==> src/design/imhq_ram.sv <==
module imhq_ram #(
  parameter int DEPTH = 256,
  parameter int WIDTH = 8
) (
  input  logic                     clk,
  input  logic                     we,
  input  logic [$clog2(DEPTH)-1:0] waddr,
  input  logic [WIDTH-1:0]         wdata,
  input  logic [$clog2(DEPTH)-1:0] raddr,
  output logic [WIDTH-1:0]         rdata
);

  logic [WIDTH-1:0] mem_r [DEPTH];
  logic [WIDTH-1:0] rdata_r;

  always_ff @(posedge clk) begin
    if (we) begin
      mem_r[waddr] <= wdata;
    end
  end

  always_ff @(posedge clk) begin
    rdata_r <= mem_r[raddr];
  end

  assign rdata = rdata_r;

endmodule

==> config.mk <==
export PLATFORM = sky130hd
export DESIGN_NAME = imhq_ram
export DESIGN_NICKNAME = d
export VERILOG_FILES = /design/src/design/imhq_ram.sv
export SDC_FILE = /design/constraint.sdc
export NUM_CORES = 2
export LEC_CHECK = 0
export BUFFER_PORTS_ARGS = -buffer_cell sky130_fd_sc_hd__buf_2
export CAP_MARGIN = 20
export CORE_MARGIN = 2
export CORE_UTILIZATION = 57
export DETAILED_ROUTE_END_ITERATION = 7
export PLACE_DENSITY = 0.73
export SETUP_SLACK_MARGIN = 0.05
export SLEW_MARGIN = 20
export SYNTH_ARGS = -nofsm -noshare
export SYNTH_HDL_FRONTEND = slang
export SYNTH_SLANG_ARGS = --single-unit
export TNS_END_PERCENT = 30
==> constraint.sdc <==
create_clock -name clk -period 4.5 [get_ports clk]
set_input_delay 0.9 -clock clk [delete_from_list [all_inputs] [get_ports clk]]
set_output_delay 0.9 -clock clk [all_outputs]
set_load 0.05 [all_outputs]
## Yosys cells after proc, flatten, opt, wreduce, memory -nomap -nowiden

Memories as Yosys holds them, arrays and structs flattened. A register that Yosys moved wholly into a read port is not among the register bits.
Cells that the tools add are included.

| storage, ports and cells | value |
|---|---|
| register bits after elaboration | 0 |
| memory bits (writable) | 2,048 |
| input bits | 26 |
| output and inout port bits | 8 |
| logic and storage cells | 3 |
| memories kept | 1 |

| operators by class | value |
|---|---|
| mux-type cells | 2 |

Memories:

| name | words | width | rd ports | clocked after Yosys merged registers in | write ports | RTL line | RTL |
|---|---|---|---|---|---|---|---|
| mem_r | 256 | 8 | 1 | 1 | 1 | 13 | `logic [WIDTH-1:0] mem_r [DEPTH];` |

Operators by type and width:

| cell | count |
|---|---|
| $mux W1 | 2 |

## Logic depth before layout (Yosys ltp)

| depth | value |
|---|---|
| depth after elaboration | 2 |
| depth in mapped cells | 11 |
| depth with buffers taken out | 6 |

## Worst setup path after synthesis

OpenSTA, ideal clock, no wires.

| timing | value |
|---|---|
| path kind | input to register |
| from | input raddr[0] |
| to | register rdata_r[2], in the netlist rdata[2] (read register of mem_r) |
| library setup time | 131 ps |
| data arrival time | 2,707 ps |
| required time | 4,369 ps |
| slack | 1,662 ps |
| stages on the path | 9 |
| buffers on the path | 4 |
| cell sequence | buf_6 buf_12 buf_8 buf_2 mux4_2 a22oi_1 a21oi_1 nor4_1 nor4_2 |

RTL lines:

| what | RTL line | RTL |
|---|---|---|
| start, declared | 9 | `input logic [$clog2(DEPTH)-1:0] raddr,` |
| end, declared | 14 | `logic [WIDTH-1:0] rdata_r;` |

==> flow_metrics.env <==
export IMPL_crit_type="in2reg"
export IMPL_slowest_stage="nor3b_1"
export IMPL_postCtsSetupRepairBufs=0
export IMPL_cts_sinks=2056
export IMPL_slew_viol_final=0
export IMPL_cp_required_ps=5150
export IMPL_ys_seq_area_share_pct=77.5
export IMPL_io_pins=34
export IMPL_n_fill_cell=8925
export IMPL_min_path_cells=1
export IMPL_nets=3959
export IMPL_yosysTopAreaCell="edfxtp_1"
export IMPL_postPlaceCellArea_um2=82700
export IMPL_grt_overflow=0
export IMPL_maxSlewHeadroom_pct=25.9
export IMPL_synth_area_per_cell_um2=21.3
export IMPL_critical_path_max_stage_delay_ps=710
export IMPL_synth_common_cells="2048 x edfxtp_1, 454 x mux4_2, 282 x nor2_1"
export IMPL_clkLatencyLatePin_ps=820
export IMPL_cts_resized=0
export IMPL_place_inst=5612
export IMPL_cp_arrival_ps=4010
export IMPL_path_common_cell="buf_4"
export IMPL_hpwl_mm=116
export IMPL_finalHoldViolations=0
export IMPL_grt_pass1_wl_mm=276
export IMPL_ant_nets=0
export IMPL_fin_area_um2=88800
export IMPL_cap_violations=0
export IMPL_holdPathEnd="mem_r[82][2]"
export IMPL_vias=39600
export IMPL_synth_edf_count=2048
export IMPL_dieArea_um2=143000
export IMPL_path_max_fanout=15
export IMPL_fmax_ghz=0.298
export IMPL_antenna_found_initial=14
export IMPL_grt_usage_pct=27.2
export IMPL_start_util_pct=57.2
export IMPL_worst_slew_pin_slew_ps=1110
export IMPL_gp_congestion=0.904
export IMPL_worst_slack_ps=1140
export IMPL_synth_area_um2=79600
export IMPL_fin_crit_ps=3360
export IMPL_post_drt_wl_per_cell_um=31.9
export IMPL_hold_path_class="in2reg"
export IMPL_drcViolationCount=0
export IMPL_synth_top_area_share_pct=77.3
export IMPL_grt_pass1_vias=39200
export IMPL_crit_chain="buf_2 -> buf_4 -> nor3b_1 -> buf_4 -> o221ai_1 -> o22ai_1 -> o32ai_1 -> nor3_1 -> nor4_1"
export IMPL_clock_skew_ps=30.2
export IMPL_vias_per_cell=6.62
export IMPL_p_leak_uw=0.0276
export IMPL_cts_root_buf="clkbuf_16"
export IMPL_clockBufferDepth=3
export IMPL_dp_slack_ps=438
export IMPL_syn_nets=3759
export IMPL_yosysMostFrequentCell="edfxtp_1"
export IMPL_fin_cells=5976
export IMPL_setup_violations=0
export IMPL_syn_instance_count=3733
export IMPL_numCtsBuffers=194
export IMPL_io_buffers=33
export IMPL_p_per_area_nw_per_um2=439
export IMPL_area_growth_pct=11.6
export IMPL_synth_seq_cells=2056
export IMPL_fp_dieH_um=378
export IMPL_hp_start="wdata[2]"
export IMPL_status="finished clean"
export IMPL_grt_max_degree=125
export IMPL_cp_end_kind="register"
export IMPL_cts_tree="yes"
export IMPL_reg2reg_depth=7
export IMPL_setup_tns_ps=0
export IMPL_reg2reg_setup_slack_ps=1850
export IMPL_async_flop_share_pct=0
export IMPL_ir_drop_v=0.000414
export IMPL_r2r_start="mem_r[81][5]"
export IMPL_critPathLaunchType="input port"
export IMPL_cts_hold_fix_buffers=0
export IMPL_r2r_end="rdata[5]"
export IMPL_synthFlopType="edfxtp_1"
export IMPL_path_clk_slew_ps=60
export IMPL_synthTopCellsByArea="edfxtp_1 77%, mux4_2 13%, mux2i_1 1.7%"
export IMPL_row_count=137
export IMPL_yosysUniqueCellTypes=55
export IMPL_yosysWarningCount=0
export IMPL_routed_wl_mm=191
export IMPL_fin_crit_sh_pct=74.7
export IMPL_drive_above_1_share_pct=23.9
export IMPL_h_tree_depth=4
export IMPL_first_iter_violations=5722
export IMPL_fp_coreArea_um2=139000
export IMPL_rsz0062_at_grt="false"
export IMPL_die_w_um=378
export IMPL_first_pass_iters=7
## worst max path at each step
stage / startpoint / to / slack (ps) / depth (start not counted)
detailed placement: waddr[2] / mem_r[7][7] / 440 / 5
CTS: waddr[2] / mem_r[183][5] / 1270 / 5
global placement: waddr[2] / mem_r[183][0] / 500 / 5
global route: raddr[4] / rdata[5] / 1160 / 9
floorplan: raddr[0] / rdata[2] / 1660 / 9
finish: raddr[4] / rdata[5] / 1140 / 9
## worst max-delay path: cells and delay by family
kind | cells | cell delay (ps)
AND/OR/NAND/NOR | 3 | 1490
buffers and inverters | 3 | 790
AO/OA/AOI/OAI | 3 | 820
## state kept, by name, summed over array words and instances (netlist names)
signal / flops
mem_r: 2048
rdata: 8
## per-stage QoR
| stage | utilization, % | hold WS, ps | total power [µW] |
|---|---|---|---|
| floorplan | - | 770 | 22600 |
| finish | 63.9 | 587 | 39000 |
| CTS | 63.9 | 612 | 39100 |
| global route | 63.9 | 625 | 39900 |
| global placement | 59.5 | 997 | 23500 |
| detailed placement | 59.5 | 967 | 23500 |
## report_power, final
part / internal [µW] / switching [µW] / total, µW
Combinational: 676 / 1290 / 1970
Sequential: 21100 / 43.8 / 21200
Clock: 9010 / 6860 / 15900
Total: 30800 / 8200 / 39000
## placed cells by master, fill, tap and decap left out, types with 13 or more instances in the layout
| cell | instances |
|---|---|
| a211oi_1 | 16 |
| o22ai_1 | 28 |
| o221ai_1 | 46 |
| buf_2 | 22 |
| nor4_1 | 24 |
| nand2_1 | 33 |
| buf_4 | 175 |
| buf_12 | 29 |
| clkbuf_16 | 198 |
| nor3_1 | 22 |
| clkbuf_1 | 53 |
| mux4_2 | 454 |
| edfxtp_1 | 2048 |
| a22oi_1 | 133 |
| a21oi_1 | 96 |
| clkinv_2 | 33 |
| nand3_1 | 33 |
| bufinv_16 | 15 |
| a221oi_1 | 13 |
| mux2i_1 | 134 |
| nor2b_1 | 27 |
| clkinv_1 | 38 |
| nor2_1 | 279 |
## layout make-up
| cell class | count | area, µm² | share of cell area, % |
|---|---|---|---|
| Multi-Input combinational cell | 1442 | 16500 | 18.6 |
| Tap cell | 1876 | 2350 | 2.64 |
| Clock buffer | 256 | 5220 | 5.88 |
| Antenna cell | 9 | 22.5 | 0.0254 |
| Timing Repair Buffer | 237 | 2160 | 2.43 |
| Sequential cell | 2056 | 61700 | 69.4 |
| Inverter | 2 | 7.51 | 0.00845 |
| Clock inverter | 98 | 912 | 1.03 |
## per-layer routing
metal / track usage, % / vias to the layer above / wire [µm]
met5: 0 / - / 61
met4: 8.15 / 10 / 5520
met3: 6.59 / 334 / 23000
met2: 41.8 / 2528 / 90600
met1: 39.2 / 20600 / 71700
li1: - / 16100 / -
## kinds of logic (layout without fill, tap and decap cells)
group / Yosys count / in the layout / share of synthesized area [%]
AOI/OAI and AO/OA: 385 / 385 / 3.42
buffers and inverters: 235 / 593 / 1.83
DFF: 2056 / 2056 / 77.5
muxes: 591 / 591 / 14.6
other: 0 / 9 / 0
and+or+nand+nor: 466 / 466 / 2.63
(Power assumes the default switching activity.)
